===== config.mk =====
export PLATFORM = sky130hd
export DESIGN_NAME = indexed_list_engine_top
export DESIGN_NICKNAME = d
export VERILOG_FILES = /design/src/ile_pkg.sv /design/src/ile_store.sv /design/src/ile_seq.sv /design/src/indexed_list_engine_top.sv
export SDC_FILE = /design/constraint.sdc
export NUM_CORES = 1
export LEC_CHECK = 0
export BUFFER_PORTS_ARGS = -buffer_cell sky130_fd_sc_hd__buf_2
export CORE_MARGIN = 5
export CORE_UTILIZATION = 50
export CTS_CLUSTER_DIAMETER = 60
export DETAILED_ROUTE_END_ITERATION = 10
export GPL_TIMING_DRIVEN = 0
export PLACE_DENSITY = 0.75
export SLEW_MARGIN = 10
export SYNTH_ARGS = -nofsm -noshare
export SYNTH_HDL_FRONTEND = slang
export SYNTH_SLANG_ARGS = --single-unit

===== constraint.sdc =====
create_clock -name clock -period 13.69 [get_ports clock]
set_clock_uncertainty 0.05 [all_clocks]
set_input_delay 2.0535 -clock clock [delete_from_list [all_inputs] [get_ports clock]]
set_output_delay 2.0535 -clock clock [all_outputs]
set_load 0.03 [all_outputs]

===== src/ile_pkg.sv =====
// ile_pkg: request, status and sequencer state codes for the indexed list engine.
// No dependencies; imported by ile_seq and indexed_list_engine_top.
package ile_pkg;

   localparam int REQ_TYPE_W = 3;
   localparam int STATUS_W   = 2;

   typedef enum logic [REQ_TYPE_W-1:0] {
      OP_PUSH   = 3'd0,
      OP_POP    = 3'd1,
      OP_INSERT = 3'd2,
      OP_REMOVE = 3'd3,
      OP_GET    = 3'd4,
      OP_SET    = 3'd5
   } op_type;

   typedef enum logic [STATUS_W-1:0] {
      STS_OK        = 2'd0,
      STS_BAD_INDEX = 2'd1,
      STS_UNDERFLOW = 2'd2,
      STS_FULL      = 2'd3
   } status_type;

   typedef enum logic [2:0] {
      S_IDLE,
      S_DECIDE,
      S_READ_WAIT,
      S_SHIFT_RD,
      S_SHIFT_WR,
      S_FINISH
   } state_type;

endpackage


===== src/ile_store.sv =====
// ile_store: entry memory, one write port and one registered read port.
// Depends on nothing; instantiated by indexed_list_engine_top.
module ile_store #(
   parameter int DEPTH = 16,
   parameter int WIDTH = 32,
   parameter int AW    = 4
) (
   input  logic             clock,
   input  logic             wr_en,
   input  logic [AW-1:0]    wr_addr,
   input  logic [WIDTH-1:0] wr_data,
   input  logic [AW-1:0]    rd_addr,
   output logic [WIDTH-1:0] rd_data
);

   logic [WIDTH-1:0] mem_ff [DEPTH];
   logic [WIDTH-1:0] rd_data_ff;

   always_ff @(posedge clock) begin
      if (wr_en) begin
         mem_ff[wr_addr] <= wr_data;
      end
   end

   always_ff @(posedge clock) begin
      rd_data_ff <= mem_ff[rd_addr];
   end

   assign rd_data = rd_data_ff;

endmodule


===== src/ile_seq.sv =====
// ile_seq: request sequencer with index counter, entry count and result register.
// Depends on ile_pkg; drives the ports of ile_store.
module ile_seq #(
   parameter int CAPACITY   = 16,
   parameter int WORD_WIDTH = 32,
   parameter int AW         = 4,
   parameter int CW         = 5
) (
   input  logic                        clock,
   input  logic                        reset,
   input  logic                        req_valid,
   output logic                        req_stall,
   input  logic [ile_pkg::REQ_TYPE_W-1:0] req_type,
   input  logic [CW-1:0]               req_position,
   input  logic [WORD_WIDTH-1:0]       req_write_word,
   output logic                        rsp_valid,
   input  logic                        rsp_stall,
   output logic [ile_pkg::STATUS_W-1:0] rsp_status,
   output logic [WORD_WIDTH-1:0]       rsp_read_word,
   output logic [CW-1:0]               rsp_list_size,
   output logic                        wr_en,
   output logic [AW-1:0]               wr_addr,
   output logic [WORD_WIDTH-1:0]       wr_data,
   output logic [AW-1:0]               rd_addr,
   input  logic [WORD_WIDTH-1:0]       rd_data
);
   import ile_pkg::*;

   localparam logic [CW-1:0] CAP_CNT = CW'(CAPACITY);

   state_type             state_ff, state_in;
   op_type                op_ff;
   logic [CW-1:0]         pos_ff;
   logic [WORD_WIDTH-1:0] word_ff;
   logic [CW-1:0]         idx_ff, idx_in;
   logic [CW-1:0]         count_ff, count_in;
   status_type            status_ff, status_in;
   logic [WORD_WIDTH-1:0] rdw_ff, rdw_in;
   logic                  rsp_valid_ff, rsp_valid_in;
   status_type            rsp_status_ff;
   logic [WORD_WIDTH-1:0] rsp_word_ff;
   logic [CW-1:0]         rsp_size_ff;
   logic                  accept, rsp_load;
   logic [CW-1:0]         count_dec, count_inc, idx_dec, idx_inc;

   assign accept    = req_valid && !req_stall;
   assign req_stall = (state_ff != S_IDLE);
   assign count_dec = count_ff - 1'b1;
   assign count_inc = count_ff + 1'b1;
   assign idx_dec   = idx_ff - 1'b1;
   assign idx_inc   = idx_ff + 1'b1;

   always_ff @(posedge clock) begin
      if (reset) begin
         state_ff     <= S_IDLE;
         count_ff     <= '0;
         rsp_valid_ff <= 1'b0;
      end else begin
         state_ff     <= state_in;
         count_ff     <= count_in;
         rsp_valid_ff <= rsp_valid_in;
      end
   end

   always_ff @(posedge clock) begin
      if (accept) begin
         op_ff   <= op_type'(req_type);
         pos_ff  <= req_position;
         word_ff <= req_write_word;
      end
      idx_ff    <= idx_in;
      status_ff <= status_in;
      rdw_ff    <= rdw_in;
      if (rsp_load) begin
         rsp_status_ff <= status_ff;
         rsp_word_ff   <= rdw_ff;
         rsp_size_ff   <= count_ff;
      end
   end

   always_comb begin
      state_in     = state_ff;
      count_in     = count_ff;
      idx_in       = idx_ff;
      status_in    = status_ff;
      rdw_in       = rdw_ff;
      rsp_load     = 1'b0;
      rsp_valid_in = rsp_valid_ff && rsp_stall;
      wr_en        = 1'b0;
      wr_addr      = '0;
      wr_data      = word_ff;
      rd_addr      = '0;
      case (state_ff)
         S_IDLE: begin
            if (accept) begin
               state_in = S_DECIDE;
            end
         end
         S_DECIDE: begin
            status_in = STS_OK;
            rdw_in    = '0;
            state_in  = S_FINISH;
            case (op_ff)
               OP_PUSH: begin
                  if (count_ff == CAP_CNT) begin
                     status_in = STS_FULL;
                  end else begin
                     wr_en    = 1'b1;
                     wr_addr  = count_ff[AW-1:0];
                     count_in = count_inc;
                  end
               end
               OP_POP: begin
                  if (count_ff == '0) begin
                     status_in = STS_UNDERFLOW;
                  end else begin
                     rd_addr  = count_dec[AW-1:0];
                     count_in = count_dec;
                     state_in = S_READ_WAIT;
                  end
               end
               OP_INSERT: begin
                  if (pos_ff > count_ff) begin
                     status_in = STS_BAD_INDEX;
                  end else if (count_ff == CAP_CNT) begin
                     status_in = STS_FULL;
                  end else begin
                     idx_in   = count_ff;
                     state_in = S_SHIFT_RD;
                  end
               end
               OP_REMOVE, OP_GET: begin
                  if (pos_ff >= count_ff) begin
                     status_in = STS_BAD_INDEX;
                  end else begin
                     rd_addr  = pos_ff[AW-1:0];
                     idx_in   = pos_ff;
                     state_in = S_READ_WAIT;
                  end
               end
               OP_SET: begin
                  if (pos_ff >= count_ff) begin
                     status_in = STS_BAD_INDEX;
                  end else begin
                     wr_en   = 1'b1;
                     wr_addr = pos_ff[AW-1:0];
                  end
               end
               default: begin
                  status_in = STS_BAD_INDEX;
               end
            endcase
         end
         S_READ_WAIT: begin
            rdw_in   = rd_data;
            state_in = (op_ff == OP_REMOVE) ? S_SHIFT_RD : S_FINISH;
         end
         S_SHIFT_RD: begin
            if (op_ff == OP_INSERT) begin
               if (idx_ff > pos_ff) begin
                  rd_addr  = idx_dec[AW-1:0];
                  state_in = S_SHIFT_WR;
               end else begin
                  wr_en    = 1'b1;
                  wr_addr  = pos_ff[AW-1:0];
                  count_in = count_inc;
                  state_in = S_FINISH;
               end
            end else begin
               if (idx_inc < count_ff) begin
                  rd_addr  = idx_inc[AW-1:0];
                  state_in = S_SHIFT_WR;
               end else begin
                  count_in = count_dec;
                  state_in = S_FINISH;
               end
            end
         end
         S_SHIFT_WR: begin
            wr_en    = 1'b1;
            wr_addr  = idx_ff[AW-1:0];
            wr_data  = rd_data;
            idx_in   = (op_ff == OP_INSERT) ? idx_dec : idx_inc;
            state_in = S_SHIFT_RD;
         end
         S_FINISH: begin
            if (!rsp_valid_ff || !rsp_stall) begin
               rsp_load     = 1'b1;
               rsp_valid_in = 1'b1;
               state_in     = S_IDLE;
            end
         end
         default: begin
            state_in = S_IDLE;
         end
      endcase
   end

   assign rsp_valid     = rsp_valid_ff;
   assign rsp_status    = rsp_status_ff;
   assign rsp_read_word = rsp_word_ff;
   assign rsp_list_size = rsp_size_ff;

endmodule


===== src/indexed_list_engine_top.sv =====
// Each accepted request runs through the sequencer states: push, set and failed requests go
// from decide to finish, get and pop add a read wait, insert moves each entry from the position
// up and remove reads, then moves each entry above the position down, one entry at a time
// through the single port pair of the memory. One request in flight; the next request beat is
// taken once the result is loaded into the result register, even while that beat is stalled.
// Reset clears the entry count and control state only. Uses ile_pkg, ile_store, ile_seq.
module indexed_list_engine_top #(
   parameter int CAPACITY   = 16,
   parameter int WORD_WIDTH = 32,
   parameter int CW         = $clog2(CAPACITY + 1)
) (
   input  logic                           clock,
   input  logic                           reset,
   input  logic                           req_valid,
   output logic                           req_stall,
   input  logic [ile_pkg::REQ_TYPE_W-1:0] req_type,
   input  logic [CW-1:0]                  req_position,
   input  logic [WORD_WIDTH-1:0]          req_write_word,
   output logic                           rsp_valid,
   input  logic                           rsp_stall,
   output logic [ile_pkg::STATUS_W-1:0]   rsp_status,
   output logic [WORD_WIDTH-1:0]          rsp_read_word,
   output logic [CW-1:0]                  rsp_list_size
);
   import ile_pkg::*;

   localparam int AW = $clog2(CAPACITY);

   logic                  wr_en;
   logic [AW-1:0]         wr_addr;
   logic [WORD_WIDTH-1:0] wr_data;
   logic [AW-1:0]         rd_addr;
   logic [WORD_WIDTH-1:0] rd_data;

   ile_seq #(
      .CAPACITY   (CAPACITY),
      .WORD_WIDTH (WORD_WIDTH),
      .AW         (AW),
      .CW         (CW)
   ) u_seq (
      .clock          (clock),
      .reset          (reset),
      .req_valid      (req_valid),
      .req_stall      (req_stall),
      .req_type       (req_type),
      .req_position   (req_position),
      .req_write_word (req_write_word),
      .rsp_valid      (rsp_valid),
      .rsp_stall      (rsp_stall),
      .rsp_status     (rsp_status),
      .rsp_read_word  (rsp_read_word),
      .rsp_list_size  (rsp_list_size),
      .wr_en          (wr_en),
      .wr_addr        (wr_addr),
      .wr_data        (wr_data),
      .rd_addr        (rd_addr),
      .rd_data        (rd_data)
   );

   ile_store #(
      .DEPTH (CAPACITY),
      .WIDTH (WORD_WIDTH),
      .AW    (AW)
   ) u_store (
      .clock   (clock),
      .wr_en   (wr_en),
      .wr_addr (wr_addr),
      .wr_data (wr_data),
      .rd_addr (rd_addr),
      .rd_data (rd_data)
   );

endmodule

==> metrics.txt, run 1 <==
outcome finished clean; Final Max Tran Viols 0; io pins 85; register bit total from synthesis 671; Post-Layout Cell Count 2,578; Setup Buffers After CTS 0; vias per cell about 6.0; CP bufs+invs 4; Root Buffer Master clkbuf_16; Worst-Margin Slew 1.17 ns; end of the worst hold path u_seq.rsp_read_word[2]; Comb pwr share under 10%; Layout area overhead 15.8%; antenna violations before repair 0; clock-pin slew on the worst setup and hold paths approximately 0.06 ns; vias in the first global route 15.5k; busiest grt layer met2; gpl congestion 0.877; WP data arrival 5.64 ns; Initial Utilization between 50% and 60%; FP Rows between 80 and 90; CTS H-tree depth 3; DP Wirelength 42.3 mm; PostCTS Resize Cnt 0; clk buf depth 3; Synth Net Count about 1.7k; Setup crit start kind register; Lkg Pwr between 10 and 15 nW; Chip Height between 200 and 250 microns; routing usage on met2 37.2%; initial DRC count 1,653; port bufs 83; Critical R2R Capture u_store.rd_data[17]; total track usage between 20% and 30%; DIE WIDTH approximately 240 microns; WL per Instance 25.1 microns; CP peak stage delay 0.68 ns; element type at the critical path end register; Post-Route WL between 60 and 70 mm; Core Region between 0.05 and 0.06 sq mm; Crit Path Category register to register; Net Switching approximately 1.1 mW; Gate Count Post-Synth between 1.5k and 2k; Ys Warns 0; final net count 1,899; crit share post-route a little under two fifths; final global-route overflow total 0; WP data required between 10 and 15 ns; area of the mapped netlist around 0.026 sq mm; CP cell instances clkbuf_1 > nand3_1 > xor2_1 > inv_1 > ha_1 > o211ai_1 > o21ai_0 > a211oi_1 > nor4_2 > or3_1 > buf_2 > clkbuf_1 > o22ai_1 > nor4_1 > nand2_1; CTS tree built; Hold Path Cell Cnt 0; HP Start u_seq.rdw_ff[2]; worst reg2reg path depth 15; CTS Hold Bufs 0; die area between 0.05 and 0.06 sq mm; Seq pwr share approximately 53%; Fin Setup TNS 0 ns; post-synth cell types 66; RSZ-0062 raised after global routing no; flop2flop setup slack 8.45 ns; Highest Clock Rate about 190 MHz; ys async rst share 0%; crit-path max FO 10; layout cells sized above 1 between 10% and 20%; fin crit period 5.24 ns; sw frac a little under a quarter; DRC errors left 0; first-pass GRT wire length 95.8 mm; Worst slew margin between 20% and 30%; Reg2Reg Launch Point u_seq.idx_ff[2]; Power Internal about 3.6 mW; CP delay by family, top simple AND/OR/NAND/NOR gates; setup ws final roughly 8.5 ns; Routed Antenna Nets 0; Hold WC Path Type register to register; via count about 15k; Global Route met1 Usage roughly 30%; Seq/Total Area, Yosys about three quarters; drt pass-1 iters 7; Main synth FF type edfxtp_1; Avg Inst Size Synth ~16 sq um; DP Cell Count approximately 2.5k; later-pin clock latency in the skew report 0.60 ns; Post-synth EDFFs 630; Final Setup Violations 0; GRT met3 Usage between 4 and 5%; Worst path most repeated cell clkbuf_1; CP max-delay cell nor4_2; pre-CTS setup slack 8.82 ns; hold violation total from the final report 0; # Max-Cap Violations 0; Max VDD drop roughly 0.079 mV; largest net degree at the start of global routing 33; Power Dens Cells 153 mW/mm^2; Clk pwr share around 39%; Final Util between 50% and 60%; CTS Buf Count between 60 and 70; number of clock sinks ~670
metal layers:
layer  up-vias  share of wire [%]  wire (microns)
met5         -                  0               0
li1       6710                  -               -
met4         0                3.5            2260
met3       181                9.1            5910
met1      7676                 39           24900
met2       803                 49           31600
synthesized netlist by cell type, drive strengths merged (5+ instances only):
library cell	number	share of area, %
inv	18	0.26
or3	5	0.12
o32ai	6	0.20
clkbuf	35	0.50
nand3	9	0.17
nand2b	6	0.14
mux2	36	1.5
edfxtp	630	72
xnor2	12	0.40
a32oi	6	0.20
nor3	8	0.15
ha	19	0.91
dfxtp	41	3.1
nor2	63	0.90
nor4	34	0.83
a21oi	96	2.1
nand2	212	3.0
o22ai	58	1.4
and2	34	0.81
or3b	10	0.34
o22a	21	0.70
a211oi	12	0.36
o21ai	16	0.30
buf	52	1.3
mux2i	165	6.3
stage by stage:
| stage | area [sq um] | total power [mW] | hold slack (ns) |
|---|---|---|---|
| after detailed placement | 28300 | 2.89 | 0.356 |
| after floorplan | 26300 | 2.72 | 0.350 |
| after global routing | 30400 | 4.79 | 0.370 |
| after CTS | 30400 | 4.67 | 0.362 |
| final | 30400 | 4.65 | 0.364 |
| after global placement | 27500 | 2.85 | 0.351 |
cells by family after synthesis:
logic type	Yosys count	synth area share (%)
flops	671	75.2
simple gates	408	7.31
compound gates	242	6.19
mux	201	7.83
buf+inv	105	2.04
fa+ha+maj	19	0.905
xor+xnor	16	0.534
sequential cells by signal (all words and copies together), names as in the netlist:
signal               flops
u_seq.count_ff           5
u_seq.op_ff              3
u_seq.rsp_status         2
u_seq.pos_ff             5
u_seq.rsp_list_size      5
u_seq.rsp_valid          1
u_seq.state_ff           3
u_seq.status_ff          2
u_seq.rsp_read_word     32
u_store.rd_data         32
u_seq.word_ff           32
u_store.mem_ff         512
u_seq.rdw_ff            32
u_seq.idx_ff             5
cells in the final DEF (no fill, tap or decap), types with 17 or more instances in the layout:
cell	synthesis	final
edfxtp_1	630	630
nand2_1	212	212
mux2i_1	165	165
buf_2	33	116
a21oi_1	78	77
clkbuf_16	0	68
o22ai_1	58	58
clkbuf_1	35	54
nor2_1	63	46
dfxtp_1	41	41
mux2_2	36	36
and2_1	34	34
nor4_1	33	33
o22a_1	21	21
ha_1	19	19
inv_1	18	18
a21oi_2	18	18
nor2_4	0	17
buf_16	0	17
area by class of cell:
type	count	area [sq um]
clock buffers	89	1800
repair buffers	106	1000
flip-flops and latches	671	19700
multi-input cells	886	6130
inverters	18	67.6
well taps	688	861
fillers	3849	21900
clock inverters	31	344
plain buffers	87	469
diodes	2	5.00
how the worst max path moves through the flow:
| stage | endpoint | start | cells after the start | slack (ns) |
|---|---|---|---|---|
| 2_1_floorplan | u_seq.rsp_list_size[0] | rsp_stall | 1 | 9.26 |
| 3_3_place_gp | u_store.mem_ff[11][13] | u_seq.count_ff[4] | 11 | 7.07 |
| 3_5_place_dp | u_store.rd_data[17] | u_seq.idx_ff[2] | 15 | 8.82 |
| 4_1_cts | u_store.rd_data[17] | u_seq.idx_ff[2] | 15 | 8.67 |
| 5_1_grt | u_store.rd_data[17] | u_seq.idx_ff[2] | 15 | 8.20 |
| 6_report | u_store.rd_data[17] | u_seq.idx_ff[2] | 15 | 8.45 |
power by group through the flow:
stage	clock network, mW	registers [mW]	logic, mW
after floorplan	0	2.48	0.239
after global placement	0	2.49	0.361
after detailed placement	0	2.49	0.398
after CTS	1.82	2.44	0.401
after global routing	1.91	2.45	0.436
final	1.80	2.44	0.403
No activity file was read; power rests on OpenSTA's default activity.
==> inputs of run 2 (changes only) <==
- clock period: 13.69 -> 5.2 ns (I/O delays scaled with it)
==> run 2 against run 1 <==
Effect of this change:
- via count about the same
- final area about the same
- die area unchanged
- critical endpoint is now u_store.rd_data[25]
- flip-flop and latch count unchanged
- non-clock buffer count unchanged
- power rose to 2.6 times the previous value
- routed wire length down 0.23%
==> metrics.txt, run 2 (synthesis gave the netlist of run 1 again) <==
outcome finished clean; vias in the first global route 15.5k (unchanged); pre-CTS setup slack 0.335 ns (-8.49 ns); Worst slew margin 22.7% (+0.81 points); Worst-Margin Slew 1.16 ns (-0.0122 ns); CTS tree built; die area 0.0572 sq mm (unchanged); Fin Setup TNS 0 ns (unchanged); CTS Hold Bufs 0 (unchanged); most frequent cells in the layout edfxtp_1 (630), nand2_1 (212), mux2i_1 (165), buf_2 (116), a21oi_1 (77); largest register by flop count u_store.mem_ff; crit-path max FO 10 (unchanged); largest net degree at the start of global routing 33 (unchanged); hold slack 0.296 ns (-0.0688 ns); vias per cell 5.97 (about the same); CTS H-tree depth 3 (unchanged); CTS Buf Count 66 (unchanged); DP Wirelength 42.3 mm (unchanged); met2 wire len 31.3 mm (-0.88%); initial DRC count 1,624 (-1.8%); io pins 85 (unchanged); Final Max Tran Viols 0 (unchanged); FP Rows 84 (unchanged); drt pass-1 iters 7 (unchanged); clock-pin slew on the worst setup and hold paths 0.06 ns (about the same); Power Dens Cells 402 mW/mm^2 (+160%); total track usage 22.4% (unchanged); Core Region 0.0523 sq mm (unchanged); Final Setup Violations 0 (unchanged); port bufs 83 (unchanged); DIE WIDTH 239 microns (unchanged); RSZ-0062 raised after global routing no; Chip Height 239 microns (unchanged); Lkg Pwr 11.2 nW (about the same); Crit Path Category register to register; commonest non-fill, non-tap cell in the layout edfxtp_1; final global-route overflow total 0 (unchanged); WL per Instance 25.0 microns (-0.19%); Highest Clock Rate 204 MHz (+6.6%); Layout area overhead 15.9% (about the same); Setup crit start kind register; HP Start req_position[0]; Critical R2R Capture u_store.rd_data[25]; layout cells sized above 1 17.9% (+0.16 points); Hold WC Path Type primary input to register; # Max-Cap Violations 0 (unchanged); gpl congestion 0.877 (unchanged); Max VDD drop 0.207 mV (+160%); WP data required 5.62 ns (-8.47 ns); end of the worst hold path u_seq.pos_ff[0]; DRT met1 WL 25.0 mm (+0.43%); element type at the critical path end register; fin crit period 4.91 ns (-0.326 ns); Root Buffer Master clkbuf_16; first-pass GRT wire length 95.8 mm (unchanged); Reg2Reg Launch Point u_seq.idx_ff[2]; Tot Pwr 12.2 mW (+160%); via count 15.4k (+0.059%); Fillers 3,847 (-0.052%); Initial Utilization 50.2% (unchanged); WP data arrival 5.33 ns (-0.31 ns); hold violation total from the final report 0 (unchanged); worst reg2reg path depth 15 (unchanged); Routed Antenna Nets 0 (unchanged); flop2flop setup slack 0.29 ns (-8.16 ns); clk buf depth 3 (unchanged); Hold Path Cell Cnt 1 (+1); final net count 1,899 (unchanged); number of clock sinks 671 (unchanged); top routing layer used met4; DRC errors left 0 (unchanged); Post-Route WL 64.5 mm (-0.23%); setup ws final 0.290 ns (-8.16 ns); DR WL met3 5.88 mm (-0.64%); antenna violations before repair 0 (unchanged); crit share post-route 94.4% (+56 points); later-pin clock latency in the skew report 0.60 ns (about the same); number of flip-flops under the largest register name 512 (unchanged)
==> run 2: changes by cell type in the layout (fill, tap and decap cells not counted), sizes merged <==
cell / delta
diode: -1
==> run 2: through the flow <==
step	util (%)	std cells	instance area (sq um)
3_5_place_dp	54.0	2456	28300
5_1_grt	58.1	2576	30400
4_1_cts	58.1	2576	30400
3_3_place_gp	52.6	2433	27500
2_1_floorplan	-	1662	26300
6_report	58.1	2577	30400
==> run 2: worst max-delay path, cell delays in order (launching register included) <==
cell and delay (ns):
edfxtp_1 0.35, clkbuf_1 0.31, nand3_1 0.17, xor2_1 0.25, inv_1 0.07, ha_1 0.29
o211ai_1 0.08, o21ai_0 0.46, a211oi_1 0.22, nor4_2 0.67, or3_1 0.25, buf_2 0.34
clkbuf_1 0.57, o22ai_1 0.19, nor4_1 0.40, nand2_1 0.09
==> run 2: worst max-delay path by stage <==
stage	start	endpoint	slack, ns	depth (start not counted)
final	u_seq.idx_ff[2]	u_store.rd_data[25]	0.29	15
after global routing	u_seq.idx_ff[2]	u_store.rd_data[21]	0.01	15
after CTS	u_seq.idx_ff[2]	u_store.rd_data[17]	0.18	15
after detailed placement	u_seq.idx_ff[2]	u_store.rd_data[17]	0.33	15
after global placement	u_seq.count_ff[4]	u_store.mem_ff[11][13]	-1.42	11
after floorplan	u_seq.count_ff[4]	u_store.mem_ff[0][0]	0.89	11
==> run 2: metal layers <==
layer | vias up | GRT usage, %
met5 | - | 0
met4 | 0 | 8.65
met3 | 183 | 4.51
met2 | 784 | 37.2
met1 | 7702 | 29.6
li1 | 6710 | -
==> run 2: repair_timing <==
action	in CTS	in global routing
resized for setup	0	6
endpoints found under the setup margin	0	8
buffers inserted	0	0
==> run 2: final cells by class <==
class	instances	area [sq um]	share of cell area [%]
flip-flops and latches	671	19700	64.9
multi-input cells	886	6130	20.2
clock buffers	89	1800	5.92
repair buffers	106	1000	3.30
well taps	688	861	2.83
plain buffers	87	472	1.55
clock inverters	31	344	1.13
inverters	18	67.6	0.222
diodes	1	2.50	0.00823
==> run 2: power by group <==
part	internal, mW	switching, mW	leakage, nW
clock	2.75	1.99	1.04
sequential	6.34	0.0919	6.07
combinational	0.317	0.744	4.11
total	9.41	2.83	11.2
==> inputs of run 3 (changes only) <==
- CORE_ASPECT_RATIO: default -> 1.1
==> run 3 against run 2 <==
Effect of this change:
- first-iteration DRC count decreased by 3.7%
- fmax increased by 1.2%
- global-route usage decreased by 0.18 points
- sequential power about the same
- clock power increased by 1%
- utilization increased by 0.22 points
- power increased by 0.49%
- worst setup slack improved by 0.058 ns
- flip-flop and latch count unchanged
- die area about the same
- critical path depth decreased by 1
- register-to-register slack improved by 0.06 ns
- critical path type unchanged
==> metrics.txt, run 3 (synthesis gave the netlist of run 1 again) <==
outcome finished clean; Layout area overhead 16.0% (about the same); WP data arrival 5.27 ns (-0.06 ns); drt pass-1 iters 9 (+2); clk buf depth 3 (unchanged); first-pass GRT wire length 95.8 mm (about the same); CP delay by family, top simple AND/OR/NAND/NOR gates; Hold WC Path Type primary input to register; die area 0.0572 sq mm (about the same); WL per Instance 25.4 microns (+1.3%); Highest Clock Rate 206 MHz (+1.2%); final net count 1,899 (unchanged); Post-Route WL 65.1 mm (+0.81%); total track usage 22.3% (-0.18 points); Chip Height 250 microns (+4.7%); vias per cell 5.99 (+0.33%); register area 0.0197 sq mm (unchanged); crit-path max FO 10 (unchanged); element type at the critical path end register; DRC errors left 0 (unchanged); CP max-delay cell clkbuf_1; fin crit period 4.85 ns (-0.0580 ns); gpl congestion 0.878 (+0.15%); commonest non-fill, non-tap cell in the layout edfxtp_1; largest net degree at the start of global routing 33 (unchanged); Routed Antenna Nets 0 (unchanged); CP cell instances clkbuf_1 > nand3_1 > xor2_1 > inv_1 > ha_1 > o211ai_1 > o21ai_0 > a211oi_1 > nor4_2 > nor2_2 > nand2_1 > clkbuf_1 > o22a_1 > nand2_1; crit share post-route 93.3% (-1.1 points); Max VDD drop 0.217 mV (+4.5%); io pins 85 (unchanged); Lkg Pwr 11.2 nW (+0.30%); CTS H-tree depth 3 (unchanged); number of flip-flops under the largest register name 512 (unchanged); final global-route overflow total 0 (unchanged); DP Wirelength 41.2 mm (-2.5%); hold violation total from the final report 0 (unchanged); area of the multi-input gates 0.00613 sq mm (about the same); RSZ-0062 raised after global routing no; Fillers 3,810 (-0.96%); Fin Setup TNS 0 ns (unchanged); number of clock sinks 671 (unchanged); Final Util 58.4% (+0.22 points); Worst-Margin Slew 1.20 ns (+0.0376 ns); via count 15.4k (-0.14%); WP data required 5.62 ns (about the same); initial DRC count 1,564 (-3.7%); antenna fix cells 0 (-1); later-pin clock latency in the skew report 0.62 ns (+0.02 ns); Core Region 0.0522 sq mm (-0.29%); Setup Buffers After CTS 0 (unchanged); Worst slew margin 20.1% (-2.5 points); CP peak stage delay 0.71 ns (+0.04 ns); CTS Buf Count 67 (+1.5%); antenna violations before repair 0 (unchanged); DIE WIDTH 228 microns (-4.5%); CP bufs+invs 3 (-1); Final Setup Violations 0 (unchanged); FP Rows 88 (+4.8%); clock-pin slew on the worst setup and hold paths 0.06 ns (about the same); most frequent cells in the layout edfxtp_1 (630), nand2_1 (212), mux2i_1 (165), buf_2 (116), a21oi_1 (77); Final Max Tran Viols 0 (unchanged); largest register by flop count u_store.mem_ff; Crit Path Category register to register; Setup crit start kind register; Initial Utilization 50.3% (+0.14 points); vias in the first global route 15.6k (+0.12%); port bufs 83 (unchanged); CTS tree built; # Max-Cap Violations 0 (unchanged); layout cells sized above 1 18.1% (+0.19 points); Root Buffer Master clkbuf_16; Power Dens Cells 404 mW/mm^2 (+0.39%)
-- run 3: worst paths after layout --
path / to / from / slack [ns] / cells after the start
hold / removal: u_seq.word_ff[1] / req_write_word[1] / 0.29 / 1
hold reg to reg: u_seq.rsp_read_word[26] / u_seq.rdw_ff[26] / 0.36 / 0
setup reg to reg: u_store.rd_data[8] / u_seq.idx_ff[2] / 0.35 / 14
setup / recovery: u_store.rd_data[8] / u_seq.idx_ff[2] / 0.35 / 14
-- run 3: metal layers --
layer	track usage (%)	wire length [microns]	up-vias
met5	0	0	-
met4	10.4	2790	0
met3	3.90	5130	184
li1	-	-	6721
met1	28.0	24800	7659
met2	37.8	32300	794
-- run 3: metrics by stage --
stage | hold WS [ns] | setup WS, ns | instances | cell area [sq um] | power, mW
finish | 0.288 | 0.348 | 2565 | 30500 | 12.3
global route | 0.282 | 0.00312 | 2565 | 30500 | 12.7
global placement | 0.351 | -1.41 | 2420 | 27500 | 7.51
floorplan | 0.350 | 0.891 | 1662 | 26300 | 7.16
detailed placement | 0.355 | 0.244 | 2442 | 28200 | 7.60
CTS | 0.270 | 0.231 | 2565 | 30400 | 12.4
-- run 3: layout make-up --
class                      count  area share [%]
sequential                   671            64.8
buffer                        87            1.56
inverter                      18           0.222
clock inverter                33            1.29
multi-input combinational    886            20.1
timing repair buffer         105            3.25
tap                          675            2.77
clock buffer                  90            5.95
-- run 3: power breakdown --
part,switching (mW),total [mW],internal [mW]
clock network,2.01,4.80,2.79
registers,0.0904,6.43,6.34
logic,0.754,1.07,0.316
-- run 3: repair_timing --
action                                  CTS  global route
endpoints found under the setup margin    0            23
resized for setup                         0            11
hold buffers                              0             0
